[config.mk]
export PLATFORM = sky130hd
export DESIGN_NAME = wheel_speed_pi_controller
export DESIGN_NICKNAME = d
export VERILOG_FILES = /design/src/hw/rtl/wspc_pkg.sv /design/src/hw/rtl/wspc_engine.sv /design/src/hw/rtl/wheel_speed_pi_controller.sv
export SDC_FILE = /design/constraint.sdc
export NUM_CORES = 2
export LEC_CHECK = 0
export BUFFER_PORTS_ARGS = -buffer_cell sky130_fd_sc_hd__buf_2
export CAP_MARGIN = 20
export CORE_MARGIN = 2
export CORE_UTILIZATION = 30
export CTS_CLUSTER_DIAMETER = 100
export DETAILED_ROUTE_END_ITERATION = 12
export GPL_TIMING_DRIVEN = 0
export PLACE_DENSITY_LB_ADDON = 0.1
export SLEW_MARGIN = 20
export SYNTH_ARGS = -nofsm -noshare
export SYNTH_HDL_FRONTEND = slang
export SYNTH_SLANG_ARGS = --single-unit
[constraint.sdc]
create_clock -name aclk -period 10 [get_ports aclk]
set_input_delay 1 -clock aclk [delete_from_list [all_inputs] [get_ports aclk]]
set_output_delay 1 -clock aclk [all_outputs]
set_load 0.1 [all_outputs]
[src/hw/rtl/wspc_pkg.sv]
// wspc_pkg: shared types and constants for the wheel speed PI controller.
// Used by wspc_engine and wheel_speed_pi_controller. No dependencies.
package wspc_pkg;

    // APB address width: five 32-bit registers at 4-byte spacing
    localparam int PADDR_W = 5;

    // Register map, index = paddr[4:2]
    typedef enum logic [2:0] {
        IDX_TICKS_PER_MM  = 3'd0,
        IDX_PROP_GAIN     = 3'd1,
        IDX_INTEGRAL_GAIN = 3'd2,
        IDX_DUTY_LIMIT    = 3'd3,
        IDX_ERROR_LIMIT   = 3'd4
    } reg_idx_t;

    // Register reset values
    localparam logic [23:0] TPM_RST   = 24'd65536;
    localparam logic [15:0] PGAIN_RST = 16'd49152;
    localparam logic [15:0] IGAIN_RST = 16'd16384;
    localparam logic [15:0] DLIM_RST  = 16'd39322;
    localparam logic [30:0] ELIM_RST  = 31'd655360;

    // Bit-serial pass lengths (one bit per cycle)
    localparam int MUL1_STEPS = 16;   // speed magnitude bits
    localparam int MUL2_STEPS = 24;   // elapsed_ns bits
    localparam int DIV_STEPS  = 26;   // quotient bits, target < 2^26
    localparam int MUL3_STEPS = 16;   // gain bits
    localparam int CNT_W      = 5;

    // target = (prod + 1.28e11) / 2.56e11
    localparam logic [38:0] DIV_CONST = 39'd256000000000;
    localparam logic [63:0] RND_HALF  = 64'd128000000000;

    typedef struct packed {
        logic [23:0] ticks_per_mm;
        logic [15:0] prop_gain;
        logic [15:0] integral_gain;
        logic [15:0] duty_limit;
        logic [30:0] error_limit;
    } cfg_t;

    typedef struct packed {
        logic        start;      // input beat accepted this cycle
        logic        res_take;   // result moves to the output register
    } eng_ctl_t;

    typedef struct packed {
        logic        idle;
        logic        res_valid;
    } eng_sts_t;

    typedef struct packed {
        logic [15:0] duty_magnitude;
        logic        reverse;
        logic [31:0] odometry_count;
        logic [31:0] accumulated_error;
        logic        limit_exceeded;
    } res_t;

endpackage

[src/hw/rtl/wspc_engine.sv]
// wspc_engine: bit-serial arithmetic sequencer of the wheel speed PI controller.
// Holds the integral and odometry state. Depends on wspc_pkg.
module wspc_engine (
    input  logic                 aclk,
    input  logic                 aresetn,
    input  wspc_pkg::cfg_t       cfg,
    input  wspc_pkg::eng_ctl_t   ctl,
    output wspc_pkg::eng_sts_t   sts,
    input  logic signed [15:0]   in_ticks,
    input  logic        [23:0]   in_ns,
    input  logic signed [15:0]   in_speed,
    input  logic                 in_taken,
    output wspc_pkg::res_t       res
);

    typedef enum logic [3:0] {
        ST_IDLE, ST_MUL1, ST_MUL2, ST_RND, ST_DIV, ST_ERR,
        ST_INTEG, ST_MUL3, ST_MAG, ST_DUTY, ST_DONE
    } state_t;

    state_t                       state_reg, state_next;
    logic [wspc_pkg::CNT_W-1:0]   cnt_reg, cnt_next;
    logic [15:0]                  ticks_reg, ticks_next;
    logic                         sneg_reg, sneg_next;
    logic [39:0]                  m1_reg, m1_next;
    logic [63:0]                  w_reg, w_next;
    logic [38:0]                  rem_reg, rem_next;
    logic [25:0]                  quo_reg, quo_next;
    logic [33:0]                  err_reg, err_next;
    logic [31:0]                  integ_reg, integ_next;
    logic [31:0]                  odo_reg, odo_next;
    logic [36:0]                  hi_reg, hi_next;
    logic [15:0]                  lo_reg, lo_next;
    logic [15:0]                  pg_reg, pg_next;
    logic [15:0]                  ig_reg, ig_next;
    logic [52:0]                  mag_reg, mag_next;
    logic                         rev_reg, rev_next;
    logic [15:0]                  duty_reg, duty_next;
    logic                         over_reg, over_next;

    always_comb begin
        logic [24:0] m1_sum;
        logic [40:0] w_sum;
        logic [63:0] rnd;
        logic [38:0] div_t;
        logic        div_ge;
        logic [33:0] tgt;
        logic [34:0] acc_wide;
        logic [36:0] add_e;
        logic [36:0] add_a;
        logic [36:0] hi_sum;
        logic [52:0] sum_full;
        logic [38:0] rnd_duty;
        logic [37:0] duty_wide;

        state_next = state_reg;
        cnt_next   = cnt_reg;
        ticks_next = ticks_reg;
        sneg_next  = sneg_reg;
        m1_next    = m1_reg;
        w_next     = w_reg;
        rem_next   = rem_reg;
        quo_next   = quo_reg;
        err_next   = err_reg;
        integ_next = integ_reg;
        odo_next   = odo_reg;
        hi_next    = hi_reg;
        lo_next    = lo_reg;
        pg_next    = pg_reg;
        ig_next    = ig_reg;
        mag_next   = mag_reg;
        rev_next   = rev_reg;
        duty_next  = duty_reg;
        over_next  = over_reg;

        // shift-add step of speed * ticks_per_mm (right-shifting product)
        m1_sum = {1'b0, m1_reg[39:16]} + {1'b0, cfg.ticks_per_mm};
        // shift-add step of (speed * tpm) * elapsed_ns
        w_sum  = {1'b0, w_reg[63:24]} + {1'b0, m1_reg};
        rnd    = w_reg + wspc_pkg::RND_HALF;
        // restoring division by the time/scale constant
        div_t  = {rem_reg[37:0], quo_reg[25]};
        div_ge = (div_t >= wspc_pkg::DIV_CONST);
        // signed target and tick error in Q16.16
        tgt = {8'd0, quo_reg};
        if (sneg_reg) begin
            tgt = ~tgt + 34'd1;
        end
        acc_wide = {{3{integ_reg[31]}}, integ_reg} + {err_reg[33], err_reg};
        // gains times error and integral, one gain bit per cycle
        add_e  = pg_reg[0] ? {{3{err_reg[33]}}, err_reg} : 37'd0;
        add_a  = ig_reg[0] ? {{5{integ_reg[31]}}, integ_reg} : 37'd0;
        hi_sum = hi_reg + add_e + add_a;
        sum_full = {hi_reg, lo_reg};
        // round to Q0.16: (mag + 2^15) >> 16
        rnd_duty  = {1'b0, mag_reg[52:15]} + 39'd1;
        duty_wide = rnd_duty[38:1];

        unique case (state_reg)
            ST_IDLE: begin
                if (ctl.start) begin
                    ticks_next = in_ticks;
                    sneg_next  = in_speed[15];
                    m1_next    = {24'd0, (in_speed[15] ? 16'(-in_speed) : in_speed)};
                    w_next     = {40'd0, in_ns};
                    pg_next    = cfg.prop_gain;
                    ig_next    = cfg.integral_gain;
                    cnt_next   = '0;
                    if (in_taken) begin
                        odo_next = {{16{in_ticks[15]}}, in_ticks};
                    end else begin
                        odo_next = odo_reg + {{16{in_ticks[15]}}, in_ticks};
                    end
                    state_next = ST_MUL1;
                end
            end
            ST_MUL1: begin
                if (m1_reg[0]) begin
                    m1_next = {m1_sum, m1_reg[15:1]};
                end else begin
                    m1_next = {1'b0, m1_reg[39:1]};
                end
                cnt_next = cnt_reg + 1'b1;
                if (cnt_reg == wspc_pkg::CNT_W'(wspc_pkg::MUL1_STEPS - 1)) begin
                    cnt_next   = '0;
                    state_next = ST_MUL2;
                end
            end
            ST_MUL2: begin
                if (w_reg[0]) begin
                    w_next = {w_sum, w_reg[23:1]};
                end else begin
                    w_next = {1'b0, w_reg[63:1]};
                end
                cnt_next = cnt_reg + 1'b1;
                if (cnt_reg == wspc_pkg::CNT_W'(wspc_pkg::MUL2_STEPS - 1)) begin
                    cnt_next   = '0;
                    state_next = ST_RND;
                end
            end
            ST_RND: begin
                rem_next   = {1'b0, rnd[63:26]};
                quo_next   = rnd[25:0];
                state_next = ST_DIV;
            end
            ST_DIV: begin
                rem_next = div_ge ? (div_t - wspc_pkg::DIV_CONST) : div_t;
                quo_next = {quo_reg[24:0], div_ge};
                cnt_next = cnt_reg + 1'b1;
                if (cnt_reg == wspc_pkg::CNT_W'(wspc_pkg::DIV_STEPS - 1)) begin
                    cnt_next   = '0;
                    state_next = ST_ERR;
                end
            end
            ST_ERR: begin
                err_next   = tgt - {{2{ticks_reg[15]}}, ticks_reg, 16'd0};
                state_next = ST_INTEG;
            end
            ST_INTEG: begin
                // saturate to signed 32 bits
                if (!acc_wide[34] && (acc_wide[33:31] != 3'b000)) begin
                    integ_next = 32'h7FFF_FFFF;
                end else if (acc_wide[34] && (acc_wide[33:31] != 3'b111)) begin
                    integ_next = 32'h8000_0000;
                end else begin
                    integ_next = acc_wide[31:0];
                end
                hi_next    = '0;
                lo_next    = '0;
                state_next = ST_MUL3;
            end
            ST_MUL3: begin
                hi_next  = {hi_sum[36], hi_sum[36:1]};
                lo_next  = {hi_sum[0], lo_reg[15:1]};
                pg_next  = {1'b0, pg_reg[15:1]};
                ig_next  = {1'b0, ig_reg[15:1]};
                cnt_next = cnt_reg + 1'b1;
                if (cnt_reg == wspc_pkg::CNT_W'(wspc_pkg::MUL3_STEPS - 1)) begin
                    cnt_next   = '0;
                    state_next = ST_MAG;
                end
            end
            ST_MAG: begin
                rev_next   = hi_reg[36];
                mag_next   = hi_reg[36] ? (~sum_full + 53'd1) : sum_full;
                state_next = ST_DUTY;
            end
            ST_DUTY: begin
                if (duty_wide > {22'd0, cfg.duty_limit}) begin
                    duty_next = cfg.duty_limit;
                end else begin
                    duty_next = duty_wide[15:0];
                end
                over_next  = !integ_reg[31] && (integ_reg[30:0] > cfg.error_limit);
                state_next = ST_DONE;
            end
            ST_DONE: begin
                if (ctl.res_take) begin
                    state_next = ST_IDLE;
                end
            end
            default: begin
                state_next = ST_IDLE;
            end
        endcase
    end

    // state, counters and datapath registers
    always_ff @(posedge aclk) begin
        if (!aresetn) begin
            state_reg <= ST_IDLE;
            cnt_reg   <= '0;
            integ_reg <= '0;
            odo_reg   <= '0;
        end else begin
            state_reg <= state_next;
            cnt_reg   <= cnt_next;
            integ_reg <= integ_next;
            odo_reg   <= odo_next;
        end
        ticks_reg <= ticks_next;
        sneg_reg  <= sneg_next;
        m1_reg    <= m1_next;
        w_reg     <= w_next;
        rem_reg   <= rem_next;
        quo_reg   <= quo_next;
        err_reg   <= err_next;
        hi_reg    <= hi_next;
        lo_reg    <= lo_next;
        pg_reg    <= pg_next;
        ig_reg    <= ig_next;
        mag_reg   <= mag_next;
        rev_reg   <= rev_next;
        duty_reg  <= duty_next;
        over_reg  <= over_next;
    end

    assign sts.idle      = (state_reg == ST_IDLE);
    assign sts.res_valid = (state_reg == ST_DONE);

    assign res.duty_magnitude    = duty_reg;
    assign res.reverse           = rev_reg;
    assign res.odometry_count    = odo_reg;
    assign res.accumulated_error = integ_reg;
    assign res.limit_exceeded    = over_reg;

    // a new beat only starts an idle engine
    a_start_idle: assert property (@(posedge aclk) disable iff (!aresetn)
        ctl.start |-> (state_reg == ST_IDLE))
        else $error("start while engine busy");

    // division remainder stays below the divisor
    a_div_rem: assert property (@(posedge aclk) disable iff (!aresetn)
        (state_reg == ST_DIV) |-> (rem_reg < wspc_pkg::DIV_CONST))
        else $error("divider remainder out of range");

    // finished duty respects the clamp
    a_duty_clamp: assert property (@(posedge aclk) disable iff (!aresetn)
        sts.res_valid |-> (duty_reg <= cfg.duty_limit))
        else $error("duty above limit");

    // step counter never passes the longest pass
    a_cnt_range: assert property (@(posedge aclk) disable iff (!aresetn)
        cnt_reg < wspc_pkg::CNT_W'(wspc_pkg::DIV_STEPS))
        else $error("step counter out of range");

endmodule

[src/hw/rtl/wheel_speed_pi_controller.sv]
// wheel_speed_pi_controller: top level with APB registers and result register.
// Depends on wspc_pkg and wspc_engine.
//
//  channel   direction  handshake          payload
//  s_*       in         s_valid / s_ready  measured_ticks, elapsed_ns, speed_target,
//                                          odometry_taken
//  m_*       out        m_valid / m_ready  duty_magnitude, reverse, odometry_count,
//                                          accumulated_error, limit_exceeded
//  apb       in         psel/penable       5 registers at paddr 0x00..0x10
//
// Each beat runs through the bit-serial passes (16 + 24 multiply bits, 26 divide
// bits, 16 gain bits) of the shared engine before its result is in the output
// register; a new beat is taken only once the engine has handed that result on.
// Reset (aresetn low, synchronous) clears the integral and odometry count and sets the regs to their reset values.
// A result waiting on m_ready does not block the next beat; the engine holds
// its following result until the output register frees.
module wheel_speed_pi_controller (
    input  logic                          aclk,
    input  logic                          aresetn,
    // configuration port
    input  logic                          psel,
    input  logic                          penable,
    input  logic                          pwrite,
    input  logic [wspc_pkg::PADDR_W-1:0]  paddr,
    input  logic [31:0]                   pwdata,
    output logic [31:0]                   prdata,
    output logic                          pready,
    // input channel
    input  logic                          s_valid,
    output logic                          s_ready,
    input  logic signed [15:0]            s_measured_ticks,
    input  logic        [23:0]            s_elapsed_ns,
    input  logic signed [15:0]            s_speed_target,
    input  logic                          s_odometry_taken,
    // result channel
    output logic                          m_valid,
    input  logic                          m_ready,
    output logic        [15:0]            m_duty_magnitude,
    output logic                          m_reverse,
    output logic signed [31:0]            m_odometry_count,
    output logic signed [31:0]            m_accumulated_error,
    output logic                          m_limit_exceeded
);

    wspc_pkg::cfg_t      cfg_reg, cfg_next;
    wspc_pkg::eng_ctl_t  eng_ctl;
    wspc_pkg::eng_sts_t  eng_sts;
    wspc_pkg::res_t      eng_res;
    wspc_pkg::res_t      out_reg, out_next;
    logic                m_valid_reg, m_valid_next;
    logic                cfg_wr;
    wspc_pkg::reg_idx_t  reg_idx;

    assign pready  = 1'b1;
    assign cfg_wr  = psel && penable && pwrite;
    assign reg_idx = wspc_pkg::reg_idx_t'(paddr[4:2]);

    // register write decode
    always_comb begin
        cfg_next = cfg_reg;
        if (cfg_wr) begin
            unique case (reg_idx)
                wspc_pkg::IDX_TICKS_PER_MM:  cfg_next.ticks_per_mm  = pwdata[23:0];
                wspc_pkg::IDX_PROP_GAIN:     cfg_next.prop_gain     = pwdata[15:0];
                wspc_pkg::IDX_INTEGRAL_GAIN: cfg_next.integral_gain = pwdata[15:0];
                wspc_pkg::IDX_DUTY_LIMIT:    cfg_next.duty_limit    = pwdata[15:0];
                wspc_pkg::IDX_ERROR_LIMIT:   cfg_next.error_limit   = pwdata[30:0];
                default: begin
                    cfg_next = cfg_reg;
                end
            endcase
        end
    end

    // register read mux
    always_comb begin
        unique case (reg_idx)
            wspc_pkg::IDX_TICKS_PER_MM:  prdata = {8'd0, cfg_reg.ticks_per_mm};
            wspc_pkg::IDX_PROP_GAIN:     prdata = {16'd0, cfg_reg.prop_gain};
            wspc_pkg::IDX_INTEGRAL_GAIN: prdata = {16'd0, cfg_reg.integral_gain};
            wspc_pkg::IDX_DUTY_LIMIT:    prdata = {16'd0, cfg_reg.duty_limit};
            wspc_pkg::IDX_ERROR_LIMIT:   prdata = {1'b0, cfg_reg.error_limit};
            default:                     prdata = 32'd0;
        endcase
    end

    // handshake to the engine
    assign s_ready          = eng_sts.idle;
    assign eng_ctl.start    = s_valid && eng_sts.idle;
    assign eng_ctl.res_take = eng_sts.res_valid && (!m_valid_reg || m_ready);

    wspc_engine u_engine (
        .aclk     (aclk),
        .aresetn  (aresetn),
        .cfg      (cfg_reg),
        .ctl      (eng_ctl),
        .sts      (eng_sts),
        .in_ticks (s_measured_ticks),
        .in_ns    (s_elapsed_ns),
        .in_speed (s_speed_target),
        .in_taken (s_odometry_taken),
        .res      (eng_res)
    );

    // output register
    always_comb begin
        m_valid_next = m_valid_reg;
        out_next     = out_reg;
        if (m_valid_reg && m_ready) begin
            m_valid_next = 1'b0;
        end
        if (eng_ctl.res_take) begin
            m_valid_next = 1'b1;
            out_next     = eng_res;
        end
    end

    always_ff @(posedge aclk) begin
        if (!aresetn) begin
            cfg_reg.ticks_per_mm  <= wspc_pkg::TPM_RST;
            cfg_reg.prop_gain     <= wspc_pkg::PGAIN_RST;
            cfg_reg.integral_gain <= wspc_pkg::IGAIN_RST;
            cfg_reg.duty_limit    <= wspc_pkg::DLIM_RST;
            cfg_reg.error_limit   <= wspc_pkg::ELIM_RST;
            m_valid_reg           <= 1'b0;
        end else begin
            cfg_reg     <= cfg_next;
            m_valid_reg <= m_valid_next;
        end
        out_reg <= out_next;
    end

    assign m_valid             = m_valid_reg;
    assign m_duty_magnitude    = out_reg.duty_magnitude;
    assign m_reverse           = out_reg.reverse;
    assign m_odometry_count    = out_reg.odometry_count;
    assign m_accumulated_error = out_reg.accumulated_error;
    assign m_limit_exceeded    = out_reg.limit_exceeded;

endmodule
After elaboration in Yosys (flattened, before gate mapping)
Cells that the tools add are included.
{"block": "totals", "register_bits": 634, "inputBits": 101, "elab_cells": 147, "output_inout_bits": 117}
{"block": "op_classes", "magnitude_cmp": 3, "addsub": 14, "n_eq_ne": 24, "n_mux": 39, "reduce_logical": 34, "bitwise": 2}
{"op": "one-hot mux 31 bit (5 select lines)", "count": 1}
{"op": "2-to-1 mux 64 bit", "count": 2}
{"op": "one-hot mux 64 bit (2 select lines)", "count": 1}
{"op": "2-to-1 mux 32 bit", "count": 3}
{"op": "one-hot mux 16 bit (2 select lines)", "count": 3}
{"op": "2-to-1 mux 40 bit", "count": 2}
{"op": "one-hot mux 40 bit (2 select lines)", "count": 1}
{"op": "one-hot mux 38 bit (2 select lines)", "count": 1}
{"op": "adder 37 bit", "count": 2}
{"op": "2-to-1 mux 37 bit", "count": 2}
{"op": "one-hot mux 37 bit (2 select lines)", "count": 1}
{"op": "adder 64 x 37 -> 64 bit, second input constant", "count": 1}
{"op": "2-to-1 mux 16 bit", "count": 4}
{"op": "adder 53 x 1 -> 53 bit, second input constant", "count": 1}
{"op": "inverter 53 bit", "count": 1}
{"op": "2-to-1 mux 52 bit", "count": 1}
{"op": "one-hot mux 26 bit (2 select lines)", "count": 1}
{"op": "one-hot mux 4 bit (11 select lines)", "count": 1}
{"op": "adder 40 x 40 -> 41 bit", "count": 1}
{"op": "adder 38 x 1 -> 39 bit, second input constant", "count": 1}
{"op": "greater-or-equal comparator 39 x 38 -> 1 bit, second input constant", "count": 1}
{"op": "greater-than comparator 38 x 16 -> 1 bit", "count": 1}
{"op": "2-to-1 mux 38 bit", "count": 1}
{"op": "subtractor 38 bit, second input constant", "count": 1}
{"op": "other kinds (37)", "count": 81}

Depth between registers and ports, before layout
{"block": "depth", "word_depth": 5, "depth_mapped": 23}

Cells and area by module
From an unflattened synthesis, not the netlist that was laid out.
{"block": "unflattened", "cells_unflattened": 4003, "area_unflattened_um2": 38988.6}
{"module": "wspc_engine", "instances": 1, "cells_each": 3442, "seq_area_each_um2": 12241.7, "area_per_inst_um2": 31866.8}
{"module": "wheel_speed_pi_controller", "instances": 1, "cells_each": 561, "seq_area_each_um2": 4544.4, "area_per_inst_um2": 7121.8}

Worst setup path after synthesis
No wires, ideal clock.
{"block": "synth_timing", "path_type": "input to register", "from": "in m_ready", "to": "reg out_reg, in the netlist m_accumulated_error[0] (enable)", "path_stages": 2, "setup_ns": 0.531, "setup_slack_ns": 4.694, "t_arrival_ns": 4.775, "path_cell_list": "nand2b_1 > nor2b_1"}
{"block": "synth_via", "elab_chain_len": 2}
{"element": "from (decl)", "line": "wheel_speed_pi_controller.sv:37", "source": "input logic m_ready,"}
{"element": "logical OR 1 bit", "line": "wheel_speed_pi_controller.sv:90", "source": "assign eng_ctl.res_take = eng_sts.res_valid && (!m_valid_reg || m_ready);"}
{"element": "logical AND 1 bit", "line": "wheel_speed_pi_controller.sv:90"}
{"element": "to (signal assigned)", "line": "wheel_speed_pi_controller.sv:130", "source": "out_reg <= out_next;"}
{"element": "to (decl)", "line": "wheel_speed_pi_controller.sv:49", "source": "wspc_pkg::res_t out_reg, out_next;"}
Every way passes these cells.
A chain may end at the register's enable or synchronous reset.

Worst setup path in the final report
{"block": "layout_timing", "from": "reg u_engine.ig_reg[0]", "to": "reg u_engine.hi_reg[34], data pin"}
{"block": "layout_via", "elab_chain_len": 3}
{"element": "from (decl)", "line": "wspc_engine.sv:35", "source": "logic [15:0] ig_reg, ig_next;"}
{"element": "from (signal assigned)", "line": "wspc_engine.sv:231", "source": "ig_reg <= ig_next;"}
{"element": "2-to-1 mux 37 bit", "line": "wspc_engine.sv:92", "source": "add_a = ig_reg[0] ? {{5{integ_reg[31]}}, integ_reg} : 37'd0;"}
{"element": "adder 37 bit", "line": "wspc_engine.sv:93", "source": "hi_sum = hi_reg + add_e + add_a;"}
{"element": "one-hot mux 37 bit (2 select lines)", "line": "wspc_engine.sv:99", "source": "unique case (state_reg)"}
{"element": "to (signal assigned)", "line": "wspc_engine.sv:228", "source": "hi_reg <= hi_next;"}
{"element": "to (decl)", "line": "wspc_engine.sv:32", "source": "logic [36:0] hi_reg, hi_next;"}
Every way passes these cells.

==> metrics <==
worst skew pair latency 0.69 ns; FF-to-FF Start u_engine.ig_reg[0]; post-synthesis async set-or-reset flop share 0; Syn-to-layout area delta 16.7%; crit-path max cell delay 0.73 ns; post-place setup slack 3.97 ns; Hold Path Class reg -> reg; final core utilization 0.353; Hold Path Origin u_engine.duty_reg[7]; clk sink count 618; Vias per Instance 5.00; ys flop type edfxtp_1; Bufs on Longest Clock Path 3; Yosys top cell by area edfxtp_1; final worst slack 4.04 ns; Yosys reg bits 618; count of final hold-check violations 0; Slew Limit Fails 0; Detailed Route Iter0 Violations 1858; worst-path fanout max 10; CP arrival 6.38 ns; Max Fclk 168 MHz; CORE AREA 0.126 mm²; pin count of the biggest net entering global routing 35; gpl congestion 0.902; setup violators final 0; Setup Skew 0.0494 ns; nets 4750; crit path launch type register; Synth top area share 0.349; Die X 360 µm; DR WL met3 5.01 mm; Worst Hold Depth 0; # port buffers 212; Area contributors post-synth edfxtp_1, dfxtp_1, ha_1, nand2_1, xnor2_1; Overflow after GRT 0; max reg flops 103; hold-fix buffer count after cts 0; GRT Total Usage 0.196; Synth cell types 83; Antenna Violating Nets Remaining 0; most used cell, CP fa_1; Post-CTS Setup Bufs 0; DR vias 30500; dpl hpwl 103 mm; wire length per cell 21.3 µm; RSZ-0062 raised after global routing false; Final Cycle Share 0.596; Worst-path clk slew 0.06 ns; CTS tree built; worst setup path class reg -> reg; Min Hold Slack 0.419 ns; Slew @ Worst Pin 1.02 ns; max-cap viol count 0; post-cts resize count 0; antenna violations before repair 5; I/O pins 218; slowest CP cell a2111oi_0; Mapped Cells 4056; crit path capture type register; peak supply drop 0.130 mV; synth warn 0; mapped cell area 0.0380 mm²; met1 WL 57.4 mm; die height 360 µm; crit-path cells clkbuf_1 -> and2_1 -> fa_1 -> ha_1 -> fa_1 -> a21o_1 -> a211o_1 -> a2111oi_0 -> o21bai_1 -> a21oi_1 -> o21ai_0 -> nand4_1 -> nand2_1 -> a31o_2 -> and3_1 -> or3b_2; layout cell share with drive strength beyond 1 0.0958; min Tclk post-route 5.96 ns; die area 0.129 mm²; DR top layer met4; Post-route DRC 0; post-route cell area 0.0443 mm²; status finished clean; Worst R2R Setup Slack 4.04 ns; Seq/Total Area, Yosys 0.442; routed wl met2 64.2 mm; PwrDens 256 mW/mm²; Hold Path End m_duty_magnitude[7]; CTS Buf Count 81; CTS root buffer clkbuf_16; FF-to-FF path depth 16; reg2reg end u_engine.hi_reg[34]; first-pass GRT wire length 192 mm; placed cell areas 0.0415 mm²; vias in the first global route 30000; iteration count of the initial detailed-routing pass 5; Setup TNS 0 ns; EDFF count, synth 441; Avg Inst Size Synth 9.36 µm²; CP required 10.42 ns; P_leak 17.7 nW; Initial Utilization 0.302; number of H-tree levels 3; drt total wl 130 mm; row count 130; Rel. slew slack 0.313
layout by cell type (no fill, tap or decap), drive strengths merged, types with 32 or more instances in the layout:
cell / netlist / routed
nor3: 53 / 53
xor2: 102 / 102
buf: 10 / 240
xnor2: 197 / 197
a21oi: 331 / 331
o21a: 35 / 35
nand3: 73 / 73
ha: 237 / 237
nor2: 264 / 264
nand2b: 39 / 39
edfxtp: 441 / 441
inv: 237 / 242
o21ai: 252 / 252
mux2i: 69 / 69
nand2: 716 / 716
and2: 55 / 55
nand4: 33 / 33
o21bai: 36 / 36
clkbuf: 144 / 242
a211oi: 32 / 32
clkinv: 1 / 36
a21o: 85 / 85
fa: 42 / 42
dfxtp: 177 / 177
cells by family after synthesis:
| kind of cell | Yosys count | synth area share |
|---|---|---|
| other cells | 2 | 0.000198 |
| buf+inv | 392 | 0.0390 |
| compound gates | 976 | 0.159 |
| simple gates | 1399 | 0.166 |
| xor+xnor | 299 | 0.0690 |
| flops | 618 | 0.442 |
| mux | 91 | 0.0250 |
| fa+ha+maj | 279 | 0.100 |
worst max-delay path, delay by kind of cell, from the launching register on:
kind	cells	cell delay, ns
AND/OR/NAND/NOR	5	1.14
flip-flops	1	0.53
adder cells (fa/ha/maj)	3	1.08
buffers and inverters	1	0.58
AO/OA/AOI/OAI	7	2.39
cell usage after synthesis (all sizes together) (8+ instances only):
cell type,instances
nor4,20
o31ai,26
o211ai,23
nand2,716
o21ai,252
buf,10
a21boi,8
dfxtp,177
o41ai,12
nor2b,31
fa,42
or4,9
clkbuf,144
o21a,35
nand3,73
nand3b,14
ha,237
and3,31
or3,23
mux2,21
o211a,11
mux2i,69
nor3,53
xor2,102
o21bai,36
xnor2,197
a211oi,32
a22o,10
a221o,19
a311oi,9
or2,10
a21oi,331
a31oi,28
nand2b,39
nor3b,10
edfxtp,441
inv,237
a21o,85
and2,55
nand4,33
nor2,264
power by group:
| part | leakage, nW | switching [mW] | internal, mW |
|---|---|---|---|
| sequential | 5.47 | 0.520 | 3.45 |
| clock | 1.33 | 1.26 | 1.76 |
| combinational | 10.9 | 2.63 | 1.72 |
| total | 17.7 | 4.41 | 6.94 |
final cells by class:
type	instances	area, µm²
Multi-Input combinational cell	3047	19800
Sequential cell	618	16800
Antenna cell	3	7.51
Fill cell	13100	81300
Timing Repair Buffer	230	1430
Clock inverter	53	631
Buffer	154	588
Inverter	238	893
Tap cell	1650	2060
Clock buffer	98	2110
through the flow:
step,instances,power (mW)
after floorplan,4057,7.04
after global placement,5919,8.35
after detailed placement,5937,8.40
after CTS,6088,11.5
after global routing,6089,12.1
final,6091,11.3
worst max-delay path by stage:
stage | startpoint | to | slack [ns] | depth (start not counted)
final | u_engine.ig_reg[0] | u_engine.hi_reg[34] | 4.04 | 16
after global routing | u_engine.ig_reg[0] | u_engine.hi_reg[34] | 3.64 | 16
after global placement | u_engine.state_reg[1] | m_duty_magnitude[11] | 1.84 | 4
after floorplan | m_ready | m_accumulated_error[0] | 4.69 | 2
after detailed placement | u_engine.ig_reg[0] | u_engine.hi_reg[34] | 3.97 | 16
after CTS | u_engine.ig_reg[0] | u_engine.hi_reg[34] | 3.97 | 16
layer usage:
metal,up-vias,global-route usage
met5,-,0
met4,0,0.0509
met1,14700,0.253
met2,577,0.344
li1,15100,-
met3,152,0.0245
Note: power is estimated with default switching activity, not from simulation.
